===== config.mk =====
export PLATFORM = sky130hd
export DESIGN_NAME = ultrasonic_range_sequencer_flat
export DESIGN_NICKNAME = d
export VERILOG_FILES = /design/src/rtl/core/urs_pkg.sv /design/src/rtl/core/urs_if.sv /design/src/rtl/core/urs_step.sv /design/src/rtl/core/ultrasonic_range_sequencer.sv /design/src/flat_wrapper.sv
export SDC_FILE = /design/constraint.sdc
export NUM_CORES = 1
export LEC_CHECK = 0
export ABC_CLOCK_PERIOD_IN_PS = 6500
export BUFFER_PORTS_ARGS = -buffer_cell sky130_fd_sc_hd__buf_2
export CAP_MARGIN = 20
export CORE_UTILIZATION = 45
export DETAILED_ROUTE_END_ITERATION = 7
export SLEW_MARGIN = 5
export SYNTH_ARGS = -nofsm -noshare
export SYNTH_HDL_FRONTEND = slang
export SYNTH_HIERARCHICAL = 1
export SYNTH_SLANG_ARGS = --single-unit

===== constraint.sdc =====
create_clock -name clk -period 6.5 [get_ports clk]
set_input_delay 0 -clock clk [delete_from_list [all_inputs] [get_ports clk]]
set_output_delay 0 -clock clk [all_outputs]
set_load 0.03 [all_outputs]

===== src/rtl/core/urs_pkg.sv =====
// Shared types and constants of the ultrasonic range sequencer.
`timescale 1ns / 1ps
package urs_pkg;

	// Sequencer phase codes
	localparam logic [2:0] PH_TRIG_LOW  = 3'd0;
	localparam logic [2:0] PH_TRIG_HIGH = 3'd1;
	localparam logic [2:0] PH_WAIT      = 3'd2;
	localparam logic [2:0] PH_MEASURE   = 3'd3;
	localparam logic [2:0] PH_PAUSE     = 3'd4;

	// Register indexes on the configuration port
	localparam int unsigned CFG_IDX_W = 3;
	localparam int unsigned CFG_DATA_W = 20;
	localparam logic [CFG_IDX_W-1:0] REG_TRIG_LOW   = 3'd0;
	localparam logic [CFG_IDX_W-1:0] REG_TRIG_HIGH  = 3'd1;
	localparam logic [CFG_IDX_W-1:0] REG_WAIT_LIMIT = 3'd2;
	localparam logic [CFG_IDX_W-1:0] REG_ECHO_MAX   = 3'd3;
	localparam logic [CFG_IDX_W-1:0] REG_TICKS_CM   = 3'd4;
	localparam logic [CFG_IDX_W-1:0] REG_NEAR_CM    = 3'd5;
	localparam logic [CFG_IDX_W-1:0] REG_PAUSE      = 3'd6;

	// Distance codes
	localparam logic [9:0] NO_ECHO_CM = 10'd999;
	localparam logic [9:0] MAX_CM     = 10'd998;

	typedef struct packed {
		logic [7:0]  trigger_low_ticks;
		logic [7:0]  trigger_high_ticks;
		logic [19:0] echo_wait_limit;
		logic [15:0] echo_max_ticks;
		logic [7:0]  ticks_per_cm;
		logic [9:0]  near_threshold_cm;
		logic [19:0] pause_ticks;
	} urs_cfg_t;

	typedef struct packed {
		logic [2:0]  phase;
		logic [19:0] phase_count;
		logic [16:0] echo_count;
		logic [7:0]  cm_subcount;
		logic [9:0]  cm_count;
		logic [9:0]  last_distance;
		logic        led_state;
		logic        timed_out;
	} urs_state_t;

	typedef struct packed {
		logic       trigger_level;
		logic       led_on;
		logic [9:0] distance_cm;
		logic       distance_ready;
		logic       no_echo;
	} urs_result_t;

	// A zero length counts as one
	function automatic logic [7:0] at_least_one(input logic [7:0] v);
		return (v == 8'd0) ? 8'd1 : v;
	endfunction

endpackage


===== src/rtl/core/urs_if.sv =====
// Handshake interfaces of the ultrasonic range sequencer channels.
`timescale 1ns / 1ps

interface urs_echo_if;
	logic valid;
	logic ready;
	logic echo_level;
	modport source (output valid, output echo_level, input ready);
	modport sink (input valid, input echo_level, output ready);
endinterface

interface urs_result_if;
	logic       valid;
	logic       ready;
	logic       trigger_level;
	logic       led_on;
	logic [9:0] distance_cm;
	logic       distance_ready;
	logic       no_echo;
	modport source (output valid, output trigger_level, output led_on, output distance_cm,
		output distance_ready, output no_echo, input ready);
	modport sink (input valid, input trigger_level, input led_on, input distance_cm,
		input distance_ready, input no_echo, output ready);
endinterface

interface urs_cfg_if;
	logic        valid;
	logic        ready;
	logic [2:0]  index;
	logic [19:0] data;
	modport source (output valid, output index, output data, input ready);
	modport sink (input valid, input index, input data, output ready);
endinterface


===== src/rtl/core/urs_step.sv =====
// Next-state and result logic for one tick of the range sequencer.
`timescale 1ns / 1ps
module urs_step
	import urs_pkg::*;
(
	input  urs_cfg_t    cfg,
	input  urs_state_t  st,
	input  logic        echo_level,
	output urs_state_t  nxt,
	output urs_result_t res
);

	logic [19:0] pc_inc;
	logic [16:0] ec_inc;
	logic [7:0]  sub_inc;
	logic [9:0]  cm_tmp;
	logic [19:0] low_pc;
	logic        trig;
	logic        rdy;
	logic        fin;
	logic [9:0]  fin_dist;
	logic        fin_to;

	always_comb begin
		nxt = st;
		trig = 1'b0;
		rdy = 1'b0;
		fin = 1'b0;
		fin_dist = '0;
		fin_to = 1'b0;
		pc_inc = st.phase_count + 20'd1;
		ec_inc = st.echo_count + 17'd1;
		sub_inc = st.cm_subcount + 8'd1;
		cm_tmp = st.cm_count;
		low_pc = '0;
		unique case (st.phase)
			PH_TRIG_HIGH: begin
				trig = 1'b1;
				nxt.phase_count = pc_inc;
				if (pc_inc >= {12'd0, at_least_one(cfg.trigger_high_ticks)}) begin
					nxt.phase = PH_WAIT;
					nxt.phase_count = '0;
				end
			end
			PH_WAIT: begin
				// Echo rise starts a measurement; a low tick past the limit times out
				if (echo_level) begin
					nxt.phase = PH_MEASURE;
					nxt.echo_count = '0;
					nxt.cm_subcount = '0;
					nxt.cm_count = '0;
				end else if (st.phase_count >= cfg.echo_wait_limit) begin
					fin = 1'b1;
					fin_dist = NO_ECHO_CM;
					fin_to = 1'b1;
				end else begin
					nxt.phase_count = pc_inc;
				end
			end
			PH_MEASURE: begin
				// Count ticks and cm, saturate the distance; echo fall or cap ends it
				nxt.echo_count = ec_inc;
				if (sub_inc >= at_least_one(cfg.ticks_per_cm)) begin
					nxt.cm_subcount = '0;
					if (st.cm_count < MAX_CM) begin
						cm_tmp = st.cm_count + 10'd1;
					end
				end else begin
					nxt.cm_subcount = sub_inc;
				end
				nxt.cm_count = cm_tmp;
				if (!echo_level || (ec_inc > {1'b0, cfg.echo_max_ticks})) begin
					fin = 1'b1;
					fin_dist = cm_tmp;
				end
			end
			PH_PAUSE: begin
				nxt.phase_count = pc_inc;
				if (pc_inc >= cfg.pause_ticks) begin
					nxt.phase = PH_TRIG_LOW;
					nxt.phase_count = '0;
				end
			end
			default: begin
				// Trigger low phase; stray codes restart it with one tick counted
				low_pc = (st.phase == PH_TRIG_LOW) ? pc_inc : 20'd1;
				nxt.phase = PH_TRIG_LOW;
				nxt.phase_count = low_pc;
				if (low_pc >= {12'd0, at_least_one(cfg.trigger_low_ticks)}) begin
					nxt.phase = PH_TRIG_HIGH;
					nxt.phase_count = '0;
				end
			end
		endcase

		// Report a finished measurement, then pause or, if none, trigger low
		if (fin) begin
			rdy = 1'b1;
			nxt.last_distance = fin_dist;
			nxt.led_state = (fin_dist != 10'd0) && (fin_dist < cfg.near_threshold_cm);
			nxt.timed_out = fin_to;
			nxt.phase_count = '0;
			nxt.phase = (cfg.pause_ticks == 20'd0) ? PH_TRIG_LOW : PH_PAUSE;
		end

		res.trigger_level = trig;
		res.led_on = nxt.led_state;
		res.distance_cm = nxt.last_distance;
		res.distance_ready = rdy;
		res.no_echo = nxt.timed_out;
	end

endmodule


===== src/rtl/core/ultrasonic_range_sequencer.sv =====
// Top level of the ultrasonic range sequencer: registers, state and output stage.
//
//  channel  modport  payload                                       request means
//  echo     sink     echo_level                                    one microsecond tick
//  result   source   trigger_level led_on distance_cm              result of one tick
//                    distance_ready no_echo
//  cfg      sink     index data                                    register write
//
// One tick is taken every cycle the output is not stalled; its result appears in
// the output register on the next cycle, after a single pass through the step logic.
// The output register holds a stalled result; a new tick is taken whenever that
// register is empty or being read in the same cycle.
// Reset clears the sequencer state and loads the register defaults.
// Configuration writes are always accepted and take effect on the next tick.
`timescale 1ns / 1ps
module ultrasonic_range_sequencer
	import urs_pkg::*;
(
	input  logic          clk,
	input  logic          arst_n,
	urs_echo_if.sink      echo,
	urs_result_if.source  result,
	urs_cfg_if.sink       cfg
);

	urs_cfg_t    cfg_q;
	urs_state_t  state_q;
	urs_state_t  state_nxt;
	urs_result_t res_nxt;
	urs_result_t out_q;
	logic        out_valid_q;
	logic        take;

	assign cfg.ready = 1'b1;
	assign echo.ready = !out_valid_q || result.ready;
	assign take = echo.valid && echo.ready;

	// Hold the configuration registers
	always_ff @(posedge clk or negedge arst_n) begin
		if (!arst_n) begin
			cfg_q.trigger_low_ticks <= 8'd2;
			cfg_q.trigger_high_ticks <= 8'd10;
			cfg_q.echo_wait_limit <= 20'd1000000;
			cfg_q.echo_max_ticks <= 16'd50000;
			cfg_q.ticks_per_cm <= 8'd58;
			cfg_q.near_threshold_cm <= 10'd10;
			cfg_q.pause_ticks <= 20'd100000;
		end else if (cfg.valid) begin
			unique case (cfg.index)
				REG_TRIG_LOW:   cfg_q.trigger_low_ticks <= cfg.data[7:0];
				REG_TRIG_HIGH:  cfg_q.trigger_high_ticks <= cfg.data[7:0];
				REG_WAIT_LIMIT: cfg_q.echo_wait_limit <= cfg.data;
				REG_ECHO_MAX:   cfg_q.echo_max_ticks <= cfg.data[15:0];
				REG_TICKS_CM:   cfg_q.ticks_per_cm <= cfg.data[7:0];
				REG_NEAR_CM:    cfg_q.near_threshold_cm <= cfg.data[9:0];
				REG_PAUSE:      cfg_q.pause_ticks <= cfg.data;
				default: ;
			endcase
		end
	end

	urs_step u_step (
		.cfg        (cfg_q),
		.st         (state_q),
		.echo_level (echo.echo_level),
		.nxt        (state_nxt),
		.res        (res_nxt)
	);

	// Advance the sequencer on each accepted tick
	always_ff @(posedge clk or negedge arst_n) begin
		if (!arst_n) begin
			state_q <= '{phase: PH_TRIG_LOW, default: '0};
			out_valid_q <= 1'b0;
		end else if (take) begin
			state_q <= state_nxt;
			out_valid_q <= 1'b1;
		end else if (result.ready) begin
			out_valid_q <= 1'b0;
		end
	end

	// Load the result register
	always_ff @(posedge clk) begin
		if (take) begin
			out_q <= res_nxt;
		end
	end

	assign result.valid = out_valid_q;
	assign result.trigger_level = out_q.trigger_level;
	assign result.led_on = out_q.led_on;
	assign result.distance_cm = out_q.distance_cm;
	assign result.distance_ready = out_q.distance_ready;
	assign result.no_echo = out_q.no_echo;

`ifndef SYNTHESIS
	a_no_echo_code: assert property (@(posedge clk) disable iff (!arst_n)
		out_valid_q && out_q.no_echo |-> out_q.distance_cm == NO_ECHO_CM)
		else $error("no-echo result without distance 999");
	a_dist_range: assert property (@(posedge clk) disable iff (!arst_n)
		out_valid_q && !out_q.no_echo |-> out_q.distance_cm <= MAX_CM)
		else $error("measured distance above saturation");
	a_trig_not_ready: assert property (@(posedge clk) disable iff (!arst_n)
		out_valid_q && out_q.trigger_level |-> !out_q.distance_ready)
		else $error("distance reported during trigger pulse");
	a_take_fills: assert property (@(posedge clk) disable iff (!arst_n)
		take |=> out_valid_q)
		else $error("accepted tick left no result");
`endif

endmodule


===== src/flat_wrapper.sv =====
// flat-port wrapper written by rule: the top's interface ports become plain ports
module ultrasonic_range_sequencer_flat import urs_pkg::*;
  (clk, arst_n, echo_valid, echo_echo_level, echo_ready, result_valid, result_trigger_level, result_led_on, result_distance_cm, result_distance_ready, result_no_echo, result_ready, cfg_valid, cfg_index, cfg_data, cfg_ready);
  urs_echo_if echo_i ();
  urs_result_if result_i ();
  urs_cfg_if cfg_i ();
  input  logic clk;
  input  logic arst_n;
  input wire logic [$bits(echo_i.valid)-1:0] echo_valid;
  input wire logic [$bits(echo_i.echo_level)-1:0] echo_echo_level;
  output wire logic [$bits(echo_i.ready)-1:0] echo_ready;
  output wire logic [$bits(result_i.valid)-1:0] result_valid;
  output wire logic [$bits(result_i.trigger_level)-1:0] result_trigger_level;
  output wire logic [$bits(result_i.led_on)-1:0] result_led_on;
  output wire logic [$bits(result_i.distance_cm)-1:0] result_distance_cm;
  output wire logic [$bits(result_i.distance_ready)-1:0] result_distance_ready;
  output wire logic [$bits(result_i.no_echo)-1:0] result_no_echo;
  input wire logic [$bits(result_i.ready)-1:0] result_ready;
  input wire logic [$bits(cfg_i.valid)-1:0] cfg_valid;
  input wire logic [$bits(cfg_i.index)-1:0] cfg_index;
  input wire logic [$bits(cfg_i.data)-1:0] cfg_data;
  output wire logic [$bits(cfg_i.ready)-1:0] cfg_ready;
  assign echo_i.valid = echo_valid;
  assign echo_i.echo_level = echo_echo_level;
  assign echo_ready = echo_i.ready;
  assign result_valid = result_i.valid;
  assign result_trigger_level = result_i.trigger_level;
  assign result_led_on = result_i.led_on;
  assign result_distance_cm = result_i.distance_cm;
  assign result_distance_ready = result_i.distance_ready;
  assign result_no_echo = result_i.no_echo;
  assign result_i.ready = result_ready;
  assign cfg_i.valid = cfg_valid;
  assign cfg_i.index = cfg_index;
  assign cfg_i.data = cfg_data;
  assign cfg_ready = cfg_i.ready;
  ultrasonic_range_sequencer u_core (.clk(clk), .arst_n(arst_n), .echo(echo_i), .result(result_i), .cfg(cfg_i));
endmodule

Word level (Yosys, flattened, before mapping) --
Cells that the tools add are included.
Storage, ports and cells: word-level logic and storage cells 107, output and inout port bits 17, bits in registers 175, input bits 29
Operators by class: add/sub/neg operators 4, order comparisons 8, reductions and logical operators 25, eq/ne operators 17, mux-type cells 32
Operators with widths (count):
- 23-bit one-hot mux with 4 select lines | 1
- 35-bit one-hot mux with 2 select lines | 1
- 23-bit two-way mux | 3
- 20-bit two-way mux | 3
- 10-bit two-way mux | 5
- 20-bit >= comparator | 2
- 20-bit by 8-bit >= comparator with 1-bit output | 2
- 35-bit two-way mux | 1
- 8-bit two-way mux | 4
- 8-bit logical NOT | 3
- 21-bit two-way mux | 1
- 20-bit by 1-bit adder with 20-bit output, second input constant | 1
- 20-bit logical NOT | 1
- 10-bit one-hot mux with 2 select lines | 1
- 17-bit by 1-bit adder with 17-bit output, second input constant | 1
- 17-bit by 16-bit > comparator with 1-bit output | 1
- 3-bit != test, second input constant | 5
- 2-bit AND reduction | 7
- 3-bit by 2-bit == test with 1-bit output, second input constant | 4
- 3-bit == test, second input constant | 4
- 12-bit two-way mux | 1
- 10-bit by 1-bit adder with 10-bit output, second input constant | 1
- 10-bit less-than comparator | 1
- 10-bit less-than comparator, second input constant | 1
- 16 further kinds | 31

Longest topological paths before layout --
depth in word-level cells 9, mapped depth 28, mapped depth without buffers 24

Cells and area by module --
The synthesis kept the hierarchy.
Modules (own cells, without submodules):
- ultrasonic_range_sequencer | cells each 365, seq. area each 4484.3 µm², area each 6512.5 µm², instances 1
- urs_step | cells each 780, seq. area each 0.0 µm², area each 5059.9 µm², instances 1

Least setup slack after synthesis --
Ideal clock, no wire load.
path kind register to register, start point reg u_core/state_q[32] in the netlist's numbering, end point reg u_core.out_q, in the netlist u_core/result.led_on (data pin), cell stages (with the launch flop) 28, clock period less this slack 5.259 ns, required time 6.373 ns, setup time 0.127 ns, arrival time 5.132 ns, path slack 1.241 ns, buffers on the path 4, cells stage by stage dfrtp_1 > nand3_1 > nor3_1 > and3_1 > and3_1 > clkbuf_1 > nand3_1 > nor2_1 > xor2_1 > ha_1 > nand3_1 > nor2_1 > a221oi_1 > a32oi_1 > o31ai_1 > buf_2 > buf_1 > nor2_1 > ha_1 > a21oi_1 > nor2b_1 > o21ai_0 > a21oi_1 > o21ai_0 > nand2b_1 > a211o_1 > o31ai_1 > buf_4
RTL lines:
- start, declared | RTL line ultrasonic_range_sequencer.sv:27 | urs_state_t state_q;
- start signal, assigned | RTL line ultrasonic_range_sequencer.sv:76 | state_q <= state_nxt;
- end signal, assigned | RTL line ultrasonic_range_sequencer.sv:86 | out_q <= res_nxt;
- end, declared | RTL line ultrasonic_range_sequencer.sv:30 | urs_result_t out_q;

==> results.md <==
* Final Hold Vio Count at 1
* Commonest non-fill, non-tap cells in the layout: mux2_2 (159), dfrtp_1 (133), inv_1 (96)
* Vias in the first global route at 8,316
* Count of pins over their slew limit at 0
* Total Wirelength at 27,500 um
* Aggregate global-route resource usage at 21.9%
* HPWL after DPL at 19,500 um
* Htree depth at 4
* RSZ-0062 raised after global routing: false
* First-pass GRT wire length at 44,900 um
* Total Nets Final at 1,292
* I/O Pins at 46
* # diodes at 0
* DIE WIDTH at 162 um
* Clk_skew at 0.00989 ns
* Worst Tran Pin Value at 1.07 ns
* GP Congestion at 0.877
* CTS buffer count at 17
* CP max FO at 19
* Clock share of power at 24.0%
* Synthesized area at 11,600 um2
* Worst EP required at 6.87 ns
* HP Class: primary input to flop
* Fraction of registers with async set or reset after synthesis at 92.0%
* EDFF count, synth at 14
* LEAKAGE at 6.08 nW
* Seq pwr share at 40.0%
* CORE AREA at 25,200 um2
* Sequential area share after synthesis at 38.8%
* Largest net degree at the start of global routing at 104
* Worst path arrival time at 5.96 ns
* Die area at 26,400 um2
* Switching share of total power at 37.9%
* # DRC at 0
* Post-Syn Nets at 1,267
* Setup CP Type: flop to flop
* Post-synthesis register bit count at 175
* Post-synthesis cell type count at 75
* Final cycle utilization of the critical path at 86.0%
* Most common cell after layout, fill and taps aside: mux2_2
* Sink Count at 175
* Initial antenna violation count at 0
* Syn_area_per_cell at 10.1 um2
* Peak VDD IR at 193 uV
* Fin crit period at 5.59 ns
* Vias at 8,521
* Yosys warns at 6
* Hold_ws at -0.00128 ns
* PD cells at 311 nW/um2
* TritonRoute pass-1 iters at 4
* Clock Latency Late Sink at 0.43 ns
* Synth Flop Type: dfrtp_1
* Starting DRT DRC Count at 623
* DR vias/cell at 5.63
* Startpoint types: flop
* Outcome: finished with violations
* Filler cells at 2,345
* Comb pwr share at 36.0%
* Syn-to-layout area delta at 9.41%
* CTS max path bufs at 2
* Row count at 58
* Register area at 4480 um2
* Psw at 1.50 mW
* Drt wl/cell at 18.2 um
* Fmax at 0.179 GHz
* Crit end category: flop
* Count of final setup violators at 0
* Starting Density at 46.0%
* Max-cap violations at 0
* Layout cells sized above 1 at 24.4%
* Clk pin slew, worst setup/hold paths at 0.07 ns
* Setup TNS at 0 ns
* CTS tree: yes
* Root buffer cell: clkbuf_16
* Port buffer count at 44
* DRT antenna net count at 0
* Relative slew margins at 28.5%
* Internal power at 2.45 mW
* GR Overflow Total at 0
* Failing checks: negative hold slack
* Footprint of the multi-input gates at 6370 um2
* Total Power at 3.94 mW
* Mapped Cells at 1,145
* Die Y at 162 um
==> final timing paths <==
kind	startpoint	endpoint	slack, ns	cells after the start
worst max-delay path	u_core/state_q[32]	u_core/state_q[1]	0.91	23
worst min-delay path	cfg_data[6]	u_core/cfg_q[60]	-0.001	2
worst max register to register	u_core/state_q[32]	u_core/state_q[1]	0.91	23
worst min register to register	u_core/cfg_q[32]	u_core/cfg_q[32]	0.51	1
max in group asynchronous	arst_n	u_core/cfg_q[69]	4.87	3
min in group asynchronous	arst_n	u_core/cfg_q[64]	0.29	2
==> metrics by stage <==
| step | std cells | instance area, um2 | setup WS (ns) | hold WS [ns] | utilization, % |
|---|---|---|---|---|---|
| after global routing | 1513 | 12700 | 0.307 | 0.0282 | 50.3 |
| final | 1513 | 12700 | 0.912 | -0.00128 | 50.3 |
| after global placement | 1459 | 11900 | 1.22 | 0.208 | 47.3 |
| after detailed placement | 1459 | 11900 | 0.995 | 0.219 | 47.3 |
| after CTS | 1512 | 12700 | 0.986 | 0.0262 | 50.2 |
| after floorplan | 1145 | 11600 | 1.24 | -0.296 | - |
==> flip-flops by register name (all words and copies together) (netlist names) <==
register	count
u_core/cfg_q	90
u_core/state_q	70
u_core/result.distance_cm	10
u_core/result.distance_ready	1
u_core/result.led_on	1
u_core/result.no_echo	1
u_core/result.trigger_level	1
u_core/result.valid	1
==> logic make-up after synthesis <==
family / synth area share (%)
adders and majority gates: 10.1
buffers and inverters: 6.38
AOI/OAI and AO/OA: 12.2
other: 0.0324
muxes: 16.0
DFF: 38.8
and+or+nand+nor: 13.5
xor gates and xnor gates: 3.10
==> layout make-up <==
| class | instances | share of cell area (%) |
|---|---|---|
| clock buffer | 23 | 3.70 |
| sequential | 175 | 35.4 |
| inverter | 98 | 2.91 |
| tap | 330 | 3.26 |
| clock inverter | 9 | 0.494 |
| multi-input combinational | 805 | 50.3 |
| timing repair buffer | 73 | 3.92 |
==> cells in the mapped netlist, types with 9 or more instances <==
cell,number,share of area [%]
a21o_1,18,1.2
a21oi_1,43,1.9
a31oi_1,13,0.70
and2_1,14,0.76
and3_1,19,1.0
buf_2,17,0.74
buf_4,18,1.2
clkbuf_1,22,0.71
dfrtp_1,133,29
dfstp_2,28,6.4
edfxtp_1,14,3.6
ha_1,93,10
inv_1,96,3.1
mux2_2,159,15
nand2_1,80,2.6
nand2b_1,13,0.70
nand3_1,36,1.6
nand4_1,17,0.92
nor2_1,44,1.4
nor3_1,9,0.39
nor4_1,15,0.81
o21ai_0,52,2.2
o21ai_1,17,0.74
o31ai_1,9,0.58
xnor2_1,18,1.4
xor2_1,23,1.7
==> routing by layer <==
metal  wire length (um)  vias up  track usage (%)
li1                   -     4154                -
met4                416        0             6.78
met5                  0        -                0
met2              12400      192             34.3
met3               1280       31             3.18
met1              13400     4144             31.2
==> power by group through the flow <==
stage | Clock, mW | Sequential (mW) | Combinational (mW)
6_report | 0.945 | 1.58 | 1.42
5_1_grt | 1.02 | 1.62 | 1.59
4_1_cts | 0.972 | 1.58 | 1.41
3_5_place_dp | 0 | 1.60 | 1.39
3_3_place_gp | 0 | 1.59 | 1.37
2_1_floorplan | 0 | 1.55 | 1.07
==> repair_timing <==
action	CTS	global route
hold buffers	21	0
gates resized for setup	0	0
buffers inserted	0	0
hold endpoints to repair	163	0
==> worst max-delay path, stage by stage, from the launching register on <==
cell,delay [ns]
dfrtp_1,0.45
nand3_1,0.23
nor3_1,0.51
and3_1,0.24
and3_1,0.25
nand3_1,0.16
nor2_1,0.18
xor2_1,0.11
ha_1,0.30
nand3_1,0.11
nor4_1,0.35
o21ai_0,0.14
a32oi_1,0.36
o31ai_2,0.10
buf_4,0.22
o31ai_1,0.33
ha_1,0.30
o21ai_0,0.08
a21oi_1,0.05
o21ai_0,0.16
nand2b_1,0.07
a211o_1,0.29
o31ai_1,0.29
mux2_2,0.21
Note: power is estimated with default switching activity, not from simulation.
